## config.mk

```make
export PLATFORM = sky130hd
export DESIGN_NAME = block_transfer_reassembly_tracker_core
export DESIGN_NICKNAME = d
export VERILOG_FILES = /design/src/hw/rtl/brt_pkg.sv /design/src/hw/rtl/brt_slot_table.sv /design/src/hw/rtl/brt_decide.sv /design/src/hw/rtl/block_transfer_reassembly_tracker_core.sv
export SDC_FILE = /design/constraint.sdc
export NUM_CORES = 1
export LEC_CHECK = 0
export ABC_AREA = 0
export BUFFER_PORTS_ARGS = -buffer_cell sky130_fd_sc_hd__buf_2
export CORE_AREA = 2 2 396 398
export DETAILED_ROUTE_END_ITERATION = 10
export DIE_AREA = 0 0 398 400
export HOLD_SLACK_MARGIN = 0.08
export PLACE_DENSITY = 0.52
export SYNTH_ARGS = -nofsm -noshare
export SYNTH_HDL_FRONTEND = slang
export SYNTH_SLANG_ARGS = --single-unit
```

## constraint.sdc

```tcl
create_clock -name clk_i -period 15 [get_ports clk_i]
set_input_delay 0 -clock clk_i [delete_from_list [all_inputs] [get_ports clk_i]]
set_output_delay 0 -clock clk_i [all_outputs]
set_load 0.02 [all_outputs]
```

## src/hw/rtl/brt_pkg.sv

```systemverilog
`default_nettype none
// ----------------------------------------------------------------------------
// brt_pkg
// shared types and codes of the block transfer reassembly tracker
// ----------------------------------------------------------------------------
package brt_pkg;

  localparam int unsigned SLOTS_DEF = 16;

  localparam int unsigned KEY_W   = 4;
  localparam int unsigned NUM_W   = 20;
  localparam int unsigned MID_W   = 16;
  localparam int unsigned SZX_W   = 3;
  localparam int unsigned SEC_W   = 32;
  localparam int unsigned ACK_W   = 24;
  localparam int unsigned ACK_NUM_SHIFT  = 4;
  localparam int unsigned ACK_MORE_SHIFT = 3;

  localparam logic [SEC_W-1:0] EXPIRY_RESET = SEC_W'(60);

  // operation codes
  localparam logic OP_REQUEST = 1'b0;
  localparam logic OP_TICK    = 1'b1;

  // response codes
  localparam logic [1:0] RSP_UNCHANGED  = 2'd0;
  localparam logic [1:0] RSP_CONTINUE   = 2'd1;
  localparam logic [1:0] RSP_CHANGED    = 2'd2;
  localparam logic [1:0] RSP_INCOMPLETE = 2'd3;

  // buffer actions
  localparam logic [1:0] BUF_NONE    = 2'd0;
  localparam logic [1:0] BUF_RESTART = 2'd1;
  localparam logic [1:0] BUF_APPEND  = 2'd2;

  // delivery choices
  localparam logic [1:0] DLV_NONE    = 2'd0;
  localparam logic [1:0] DLV_PAYLOAD = 2'd1;
  localparam logic [1:0] DLV_BUFFER  = 2'd2;

  // outcome classes
  localparam logic [2:0] OUT_OK         = 3'd0;
  localparam logic [2:0] OUT_DUPLICATE  = 3'd1;
  localparam logic [2:0] OUT_NO_START   = 3'd2;
  localparam logic [2:0] OUT_ID_MISMATCH = 3'd3;
  localparam logic [2:0] OUT_GAP        = 3'd4;
  localparam logic [2:0] OUT_DOUBLE_END = 3'd5;
  localparam logic [2:0] OUT_EMPTY      = 3'd6;

  typedef struct packed {
    logic             operation;
    logic [KEY_W-1:0] stream_key;
    logic             has_payload;
    logic             has_block;
    logic [NUM_W-1:0] block_num;
    logic             more_blocks;
    logic [SZX_W-1:0] size_exp;
    logic [MID_W-1:0] message_id;
  } in_item_t;

  typedef struct packed {
    logic [1:0]       response_code;
    logic             ack_option_present;
    logic [ACK_W-1:0] ack_option;
    logic [1:0]       buffer_action;
    logic [1:0]       deliver;
    logic [2:0]       outcome;
  } out_item_t;

  typedef struct packed {
    logic [MID_W-1:0] first_id;
    logic [NUM_W-1:0] last_num;
    logic             last_more;
    logic [SEC_W-1:0] stamp;
  } slot_t;

  // update of the looked-up slot
  typedef struct packed {
    logic  vld_we;
    logic  vld;
    logic  ent_we;
    slot_t ent;
  } slot_wr_t;

endpackage
`default_nettype wire

```

## src/hw/rtl/brt_slot_table.sv

```systemverilog
`default_nettype none
// ----------------------------------------------------------------------------
// brt_slot_table
// per-slot transfer state: valid flops plus entry registers, one access port
// ----------------------------------------------------------------------------
module brt_slot_table #(
  parameter int unsigned SLOTS = brt_pkg::SLOTS_DEF,
  parameter int unsigned IDX_W = (SLOTS > 1) ? $clog2(SLOTS) : 1
) (
  input  wire logic              clk_i,
  input  wire logic              rst_ni,
  input  wire logic [IDX_W-1:0]  idx_i,
  output logic                   rd_valid_o,
  output brt_pkg::slot_t         rd_ent_o,
  input  wire brt_pkg::slot_wr_t wr_i
);

  logic [SLOTS-1:0] valid_q;
  brt_pkg::slot_t   ent_q [SLOTS];

  assign rd_valid_o = valid_q[idx_i];
  assign rd_ent_o   = ent_q[idx_i];

  always_ff @(posedge clk_i or negedge rst_ni) begin
    if (!rst_ni) begin
      valid_q <= '0;
    end else if (wr_i.vld_we) begin
      valid_q[idx_i] <= wr_i.vld;
    end
  end

  // entry contents are only read while valid, no reset
  always_ff @(posedge clk_i) begin
    if (wr_i.ent_we) begin
      ent_q[idx_i] <= wr_i.ent;
    end
  end

endmodule
`default_nettype wire

```

## src/hw/rtl/brt_decide.sv

```systemverilog
`default_nettype none
// ----------------------------------------------------------------------------
// brt_decide
// classifies one request against its slot and forms result and slot update
// ----------------------------------------------------------------------------
module brt_decide (
  input  wire brt_pkg::in_item_t           item_i,
  input  wire logic                        slot_valid_i,
  input  wire brt_pkg::slot_t              slot_i,
  input  wire logic [brt_pkg::SEC_W-1:0]   seconds_i,
  input  wire logic [brt_pkg::SEC_W-1:0]   expiry_i,
  output brt_pkg::out_item_t               res_o,
  output brt_pkg::slot_wr_t                wr_o
);

  logic [brt_pkg::SEC_W-1:0] age;
  logic                      present;
  logic [brt_pkg::MID_W-1:0] first;
  logic [brt_pkg::NUM_W-1:0] num_m1;
  logic                      req;
  logic                      id_match;

  assign age      = seconds_i - slot_i.stamp;
  assign present  = slot_valid_i && (age <= expiry_i);
  assign first    = item_i.message_id - item_i.block_num[brt_pkg::MID_W-1:0];
  assign num_m1   = item_i.block_num - brt_pkg::NUM_W'(1);
  assign req      = (item_i.operation == brt_pkg::OP_REQUEST);
  assign id_match = (slot_i.first_id == first);

  always_comb begin
    res_o            = '0;
    wr_o.vld_we      = req;
    wr_o.vld         = present;
    wr_o.ent_we      = 1'b0;
    wr_o.ent         = slot_i;

    if (!item_i.has_payload) begin
      res_o.outcome = brt_pkg::OUT_EMPTY;
    end else if (!item_i.has_block) begin
      res_o.deliver = brt_pkg::DLV_PAYLOAD;
    end else begin
      res_o.ack_option_present = 1'b1;
      res_o.ack_option =
        (brt_pkg::ACK_W'(item_i.block_num) << brt_pkg::ACK_NUM_SHIFT) |
        (brt_pkg::ACK_W'(item_i.more_blocks) << brt_pkg::ACK_MORE_SHIFT) |
        brt_pkg::ACK_W'(item_i.size_exp);
      res_o.response_code = item_i.more_blocks ? brt_pkg::RSP_CONTINUE
                                               : brt_pkg::RSP_CHANGED;
      if (item_i.block_num == '0) begin
        if (present && id_match) begin
          res_o.outcome = brt_pkg::OUT_DUPLICATE;
        end else begin
          // start a fresh transfer
          wr_o.vld            = 1'b1;
          wr_o.ent_we         = req;
          wr_o.ent.first_id   = first;
          wr_o.ent.last_num   = '0;
          wr_o.ent.last_more  = item_i.more_blocks;
          wr_o.ent.stamp      = seconds_i;
          res_o.buffer_action = brt_pkg::BUF_RESTART;
          res_o.deliver       = item_i.more_blocks ? brt_pkg::DLV_NONE
                                                   : brt_pkg::DLV_BUFFER;
        end
      end else if (!present) begin
        res_o.response_code = brt_pkg::RSP_INCOMPLETE;
        res_o.outcome       = brt_pkg::OUT_NO_START;
      end else if (!id_match) begin
        res_o.response_code = brt_pkg::RSP_INCOMPLETE;
        res_o.outcome       = brt_pkg::OUT_ID_MISMATCH;
      end else if (slot_i.last_num == item_i.block_num) begin
        res_o.outcome = brt_pkg::OUT_DUPLICATE;
      end else if (slot_i.last_num != num_m1) begin
        res_o.response_code = brt_pkg::RSP_INCOMPLETE;
        res_o.outcome       = brt_pkg::OUT_GAP;
      end else if (!slot_i.last_more && !item_i.more_blocks) begin
        // second final block: track it but keep the stamp
        wr_o.ent_we        = req;
        wr_o.ent.last_num  = item_i.block_num;
        wr_o.ent.last_more = item_i.more_blocks;
        res_o.outcome      = brt_pkg::OUT_DOUBLE_END;
      end else begin
        wr_o.ent_we         = req;
        wr_o.ent.last_num   = item_i.block_num;
        wr_o.ent.last_more  = item_i.more_blocks;
        wr_o.ent.stamp      = seconds_i;
        res_o.buffer_action = brt_pkg::BUF_APPEND;
        res_o.deliver       = item_i.more_blocks ? brt_pkg::DLV_NONE
                                                 : brt_pkg::DLV_BUFFER;
      end
    end
  end

endmodule
`default_nettype wire

```

## src/hw/rtl/block_transfer_reassembly_tracker_core.sv

```systemverilog
`default_nettype none
// ----------------------------------------------------------------------------
// block_transfer_reassembly_tracker_core
// tracks block-wise uploads per stream slot and classifies each request
// ----------------------------------------------------------------------------
// path: a request beat passes the input stage register, then the result register
// throughput: one beat per cycle, requests and ticks alike, unless a held result
//   stalls the input; bound by the single table access made with the result load
// reset: all slots empty, seconds counter zero, expiry 60 s, both pipeline
//   stages empty; slot contents are left as they are and masked by valid flops
// ----------------------------------------------------------------------------
module block_transfer_reassembly_tracker_core #(
  parameter int unsigned SLOTS = brt_pkg::SLOTS_DEF
) (
  input  wire logic                        clk_i,
  input  wire logic                        rst_ni,
  // configuration write channel: expiry_seconds
  input  wire logic                        cfg_valid_i,
  output logic                             cfg_ready_o,
  input  wire logic [brt_pkg::SEC_W-1:0]   cfg_data_i,
  // request / tick beats
  input  wire logic                        in_valid_i,
  output logic                             in_stall_o,
  input  wire brt_pkg::in_item_t           in_item_i,
  // result beats
  output logic                             out_valid_o,
  input  wire logic                        out_stall_i,
  output brt_pkg::out_item_t               out_item_o
);

  localparam int unsigned IDX_W = (SLOTS > 1) ? $clog2(SLOTS) : 1;

  // expiry register, always writable
  logic [brt_pkg::SEC_W-1:0] expiry_q;
  assign cfg_ready_o = 1'b1;

  always_ff @(posedge clk_i or negedge rst_ni) begin
    if (!rst_ni) begin
      expiry_q <= brt_pkg::EXPIRY_RESET;
    end else if (cfg_valid_i && cfg_ready_o) begin
      expiry_q <= cfg_data_i;
    end
  end

  // input stage
  logic              in_valid_q;
  brt_pkg::in_item_t in_q;
  logic              advance;
  logic              in_take;
  logic              is_req;

  // the input stage moves on when the result register is free or draining
  assign advance    = in_valid_q && (!out_valid_o || !out_stall_i);
  assign in_stall_o = in_valid_q && !advance;
  assign in_take    = in_valid_i && !in_stall_o;
  assign is_req     = (in_q.operation == brt_pkg::OP_REQUEST);

  always_ff @(posedge clk_i or negedge rst_ni) begin
    if (!rst_ni) begin
      in_valid_q <= 1'b0;
    end else if (in_take) begin
      in_valid_q <= 1'b1;
    end else if (advance) begin
      in_valid_q <= 1'b0;
    end
  end

  always_ff @(posedge clk_i) begin
    if (in_take) begin
      in_q <= in_item_i;
    end
  end

  // slot index: key modulo slot count, a small constant table over the key range
  logic [IDX_W-1:0] slot_idx;
  always_comb begin
    slot_idx = '0;
    for (int v = 0; v < (1 << brt_pkg::KEY_W); v++) begin
      if (in_q.stream_key == brt_pkg::KEY_W'(v)) begin
        slot_idx = IDX_W'(v % SLOTS);
      end
    end
  end

  // seconds counter, advanced by a tick beat leaving the input stage
  logic [brt_pkg::SEC_W-1:0] seconds_q;
  always_ff @(posedge clk_i or negedge rst_ni) begin
    if (!rst_ni) begin
      seconds_q <= '0;
    end else if (advance && !is_req) begin
      seconds_q <= seconds_q + brt_pkg::SEC_W'(1);
    end
  end

  // slot lookup and classification
  logic               slot_valid;
  brt_pkg::slot_t     slot_ent;
  brt_pkg::slot_wr_t  dec_wr;
  brt_pkg::slot_wr_t  tbl_wr;
  brt_pkg::out_item_t dec_res;

  brt_decide u_decide (
    .item_i       (in_q),
    .slot_valid_i (slot_valid),
    .slot_i       (slot_ent),
    .seconds_i    (seconds_q),
    .expiry_i     (expiry_q),
    .res_o        (dec_res),
    .wr_o         (dec_wr)
  );

  // the table is written only when the request actually leaves the input stage;
  // the next beat then sees the updated slot without any forwarding
  always_comb begin
    tbl_wr        = dec_wr;
    tbl_wr.vld_we = dec_wr.vld_we && advance;
    tbl_wr.ent_we = dec_wr.ent_we && advance;
  end

  brt_slot_table #(
    .SLOTS (SLOTS),
    .IDX_W (IDX_W)
  ) u_slot_table (
    .clk_i      (clk_i),
    .rst_ni     (rst_ni),
    .idx_i      (slot_idx),
    .rd_valid_o (slot_valid),
    .rd_ent_o   (slot_ent),
    .wr_i       (tbl_wr)
  );

  // result register, ticks produce no beat
  logic               out_valid_q;
  brt_pkg::out_item_t out_q;

  always_ff @(posedge clk_i or negedge rst_ni) begin
    if (!rst_ni) begin
      out_valid_q <= 1'b0;
    end else if (advance && is_req) begin
      out_valid_q <= 1'b1;
    end else if (!out_stall_i) begin
      out_valid_q <= 1'b0;
    end
  end

  always_ff @(posedge clk_i) begin
    if (advance && is_req) begin
      out_q <= dec_res;
    end
  end

  assign out_valid_o = out_valid_q;
  assign out_item_o  = out_q;

endmodule
`default_nettype wire
```

==> results.json <==
{
  "status": "completed",
  "synth_cells": 2943,
  "synth_edf_count": 1185,
  "drt_wl_total_mm": 145,
  "max-slew-margin-rel_pct": 15.7,
  "drc": 0,
  "yosys.cell_types.count": 91,
  "ys_seq_area_share_pct": 69.8,
  "final_nets": 3532,
  "cp_slowest_stage_delay_ns": 0.99,
  "grt_start_max_net_pins": 83,
  "wl_per_cell_um": 26.2,
  "setup_tns_ns": 0,
  "num_io_pins": 121,
  "start_util_pct": 34.8,
  "gp_congestion": 0.879,
  "path_class": "flop to flop",
  "syn_area_per_cell_um2": 18.3,
  "cts_inserted_buffers": 139,
  "layout-drive-gt1-share_pct": 22.1,
  "syn_area_mm2": 0.0539,
  "dr.pass1.iters": 6,
  "fin_crit_sh_pct": 66.7,
  "cts_tree": "yes",
  "min_from": "in_item_i[42]",
  "area_growth_pct": 18.2,
  "grt_pass1_wl_mm": 209,
  "crit_path_start_kind": "flop",
  "synthArstFlopShare_pct": 6.47,
  "die_h_um": 400,
  "drt.antenna.violating_nets": 0,
  "rsz0062_at_grt": "false",
  "grt_usage_pct": 18.2,
  "dieArea_mm2": 0.159,
  "clk_latency_ns": 0.77,
  "dieWidth_um": 398,
  "cts_max_level": 4,
  "ys.flop_type": "edfxtp_1",
  "arrival_ns": 10.38,
  "synth_nets": 3109,
  "tightestPinTransition_ns": 1.26,
  "setup_viol": 0,
  "most-common-layout-cells": "edfxtp_1, mux4_2, dlygate4sd3_1, nand2_1, clkbuf_16",
  "pwr_density_cell_mw_per_mm2": 128,
  "clk_pin_slew_ns": 0.06,
  "clock.fmax_mhz": 99.9,
  "final_hold_viol_count": 0,
  "cts_setup_buffers": 0,
  "cts_root_buffer": "clkbuf_16",
  "design_area_mm2": 0.0637,
  "crit_top_cell": "o21ai_0",
  "io_buffers": 119,
  "crit_required_ns": 15.37,
  "r2r-start": "in_q[43]",
  "period_needed_ns": 10.01,
  "antenna_found_initial": 4,
  "grt_pass1_vias": 29968,
  "clockBufferDepth": 3,
  "core-area_mm2": 0.155,
  "final_util_pct": 41.1,
  "cts_sinks": 1267,
  "fp-row-count": 145,
  "synth_warnings": 0,
  "drtIter0Drc": 2576,
  "crit_path_max_fanout": 73,
  "endpoint_kind": "flop",
  "slowest_stage": "buf_4",
  "viasPerCell": 5.26,
  "vias": 29121,
  "dpl_cell_area_mm2": 0.0570,
  "min_path_type": "input pin to flop",
  "layout_commonest_cell": "edfxtp_1",
  "synth_seq_cells": 1267,
  "maxCapViolCount": 0,
  "slew_violations": 0,
  "p_leak_nw": 21.7,
  "globalRouteOverflowTotal": 0,
  "dp_hpwl_mm": 84.7,
  "clock_skew_ns": 0.0265,
  "vdd_drop_max_mv": 0.121,
  "critical_path.startpoint": "in_q[43]"
}
[flip-flops by register name (all words and copies together), names as in the netlist]
register / flops
expiry_q: 32
in_q: 47
in_valid_q: 1
out_item_o: 34
out_valid_o: 1
seconds_q: 32
u_slot_table.ent_q: 1104
u_slot_table.valid_q: 16
[final timing paths]
check / slack [ns] / endpoint / cells past startpoint
setup / recovery: 4.99 / u_slot_table.ent_q[3][7] / 28
hold / removal: 0.15 / in_q[42] / 2
setup reg to reg: 4.99 / u_slot_table.ent_q[3][7] / 28
hold reg to reg: 0.50 / u_slot_table.valid_q[13] / 1
max in group asynchronous: 13.75 / u_slot_table.valid_q[9] / 4
min in group asynchronous: 0.29 / out_valid_o / 4
[logic make-up after synthesis]
| group | synth area share [%] |
|---|---|
| flops | 69.8 |
| xor+xnor | 2.06 |
| mux | 15.8 |
| simple gates | 4.18 |
| buf+inv | 2.27 |
| fa+ha+maj | 1.93 |
| other cells | 0.00696 |
| compound gates | 3.96 |
[power by group]
| group | switching [W] | leakage [nW] | internal [W] |
|---|---|---|---|
| Combinational | 0.000465 | 7.79 | 0.000316 |
| Clock | 0.00143 | 2.19 | 0.00194 |
| Sequential | 0.0000383 | 11.8 | 0.00397 |
[area by class of cell]
type                            count  area (µm²)
Sequential cell                  1267       37600
Timing Repair Buffer              417        3480
Clock inverter                     84         772
Inverter                          101         379
Tap cell                         2058        2570
Clock buffer                      167        3690
Fill cell                       13925       91400
Antenna cell                        1        2.50
Multi-Input combinational cell   1440       15200
[critical path: cells and delay by family, from the launching register on]
family,cells,cell delay (ns)
muxes,2,0.92
DFF,1,0.79
xor gates and xnor gates,1,0.16
buffers and inverters,3,1.74
and+or+nand+nor,5,1.51
adders and majority gates,3,0.92
AOI/OAI and AO/OA,14,3.39
[cells in the mapped netlist (24+ instances only)]
cell type / n / area share [%]
nand2_1: 155 / 1.1
o21ai_0: 76 / 0.71
nor2_1: 109 / 0.76
nand3_1: 37 / 0.34
mux4_2: 293 / 12
buf_4: 24 / 0.33
ha_1: 80 / 1.9
xnor2_1: 88 / 1.4
nor3_1: 26 / 0.24
inv_1: 100 / 0.70
mux2_2: 36 / 0.75
dfrtp_1: 78 / 3.6
edfxtp_1: 1185 / 66
a22o_1: 25 / 0.41
a22oi_1: 24 / 0.33
xor2_1: 36 / 0.58
clkbuf_1: 48 / 0.33
mux2_1: 29 / 0.61
mux2i_1: 86 / 1.6
a21oi_1: 50 / 0.46
[what timing repair did]
action / 4_1_cts / 5_1_grt
hold endpoints to repair: 178 / 0
hold buffers: 227 / 0
gates resized for setup: 0 / 0
[metrics by stage]
step | power (W) | std cells | worst slack (ns) | hold WS (ns)
after floorplan | 0.00457 | 2943 | 2.07 | -0.296
after global placement | 0.00481 | 5056 | 5.02 | -0.0534
after detailed placement | 0.00482 | 5056 | 4.94 | -0.0555
after CTS | 0.00825 | 5534 | 4.89 | 0.0851
after global routing | 0.00845 | 5534 | 4.22 | 0.119
final | 0.00816 | 5535 | 4.99 | 0.151
[routing by layer]
layer | vias up | global-route usage [%] | wire [µm]
met5 | - | 0 | 0
met4 | 0 | 7.13 | 5420
met3 | 229 | 3.51 | 7570
met2 | 842 | 29.1 | 68600
met1 | 15355 | 24.6 | 63500
li1 | 12695 | - | -
Note: power is estimated with default switching activity, not from simulation.
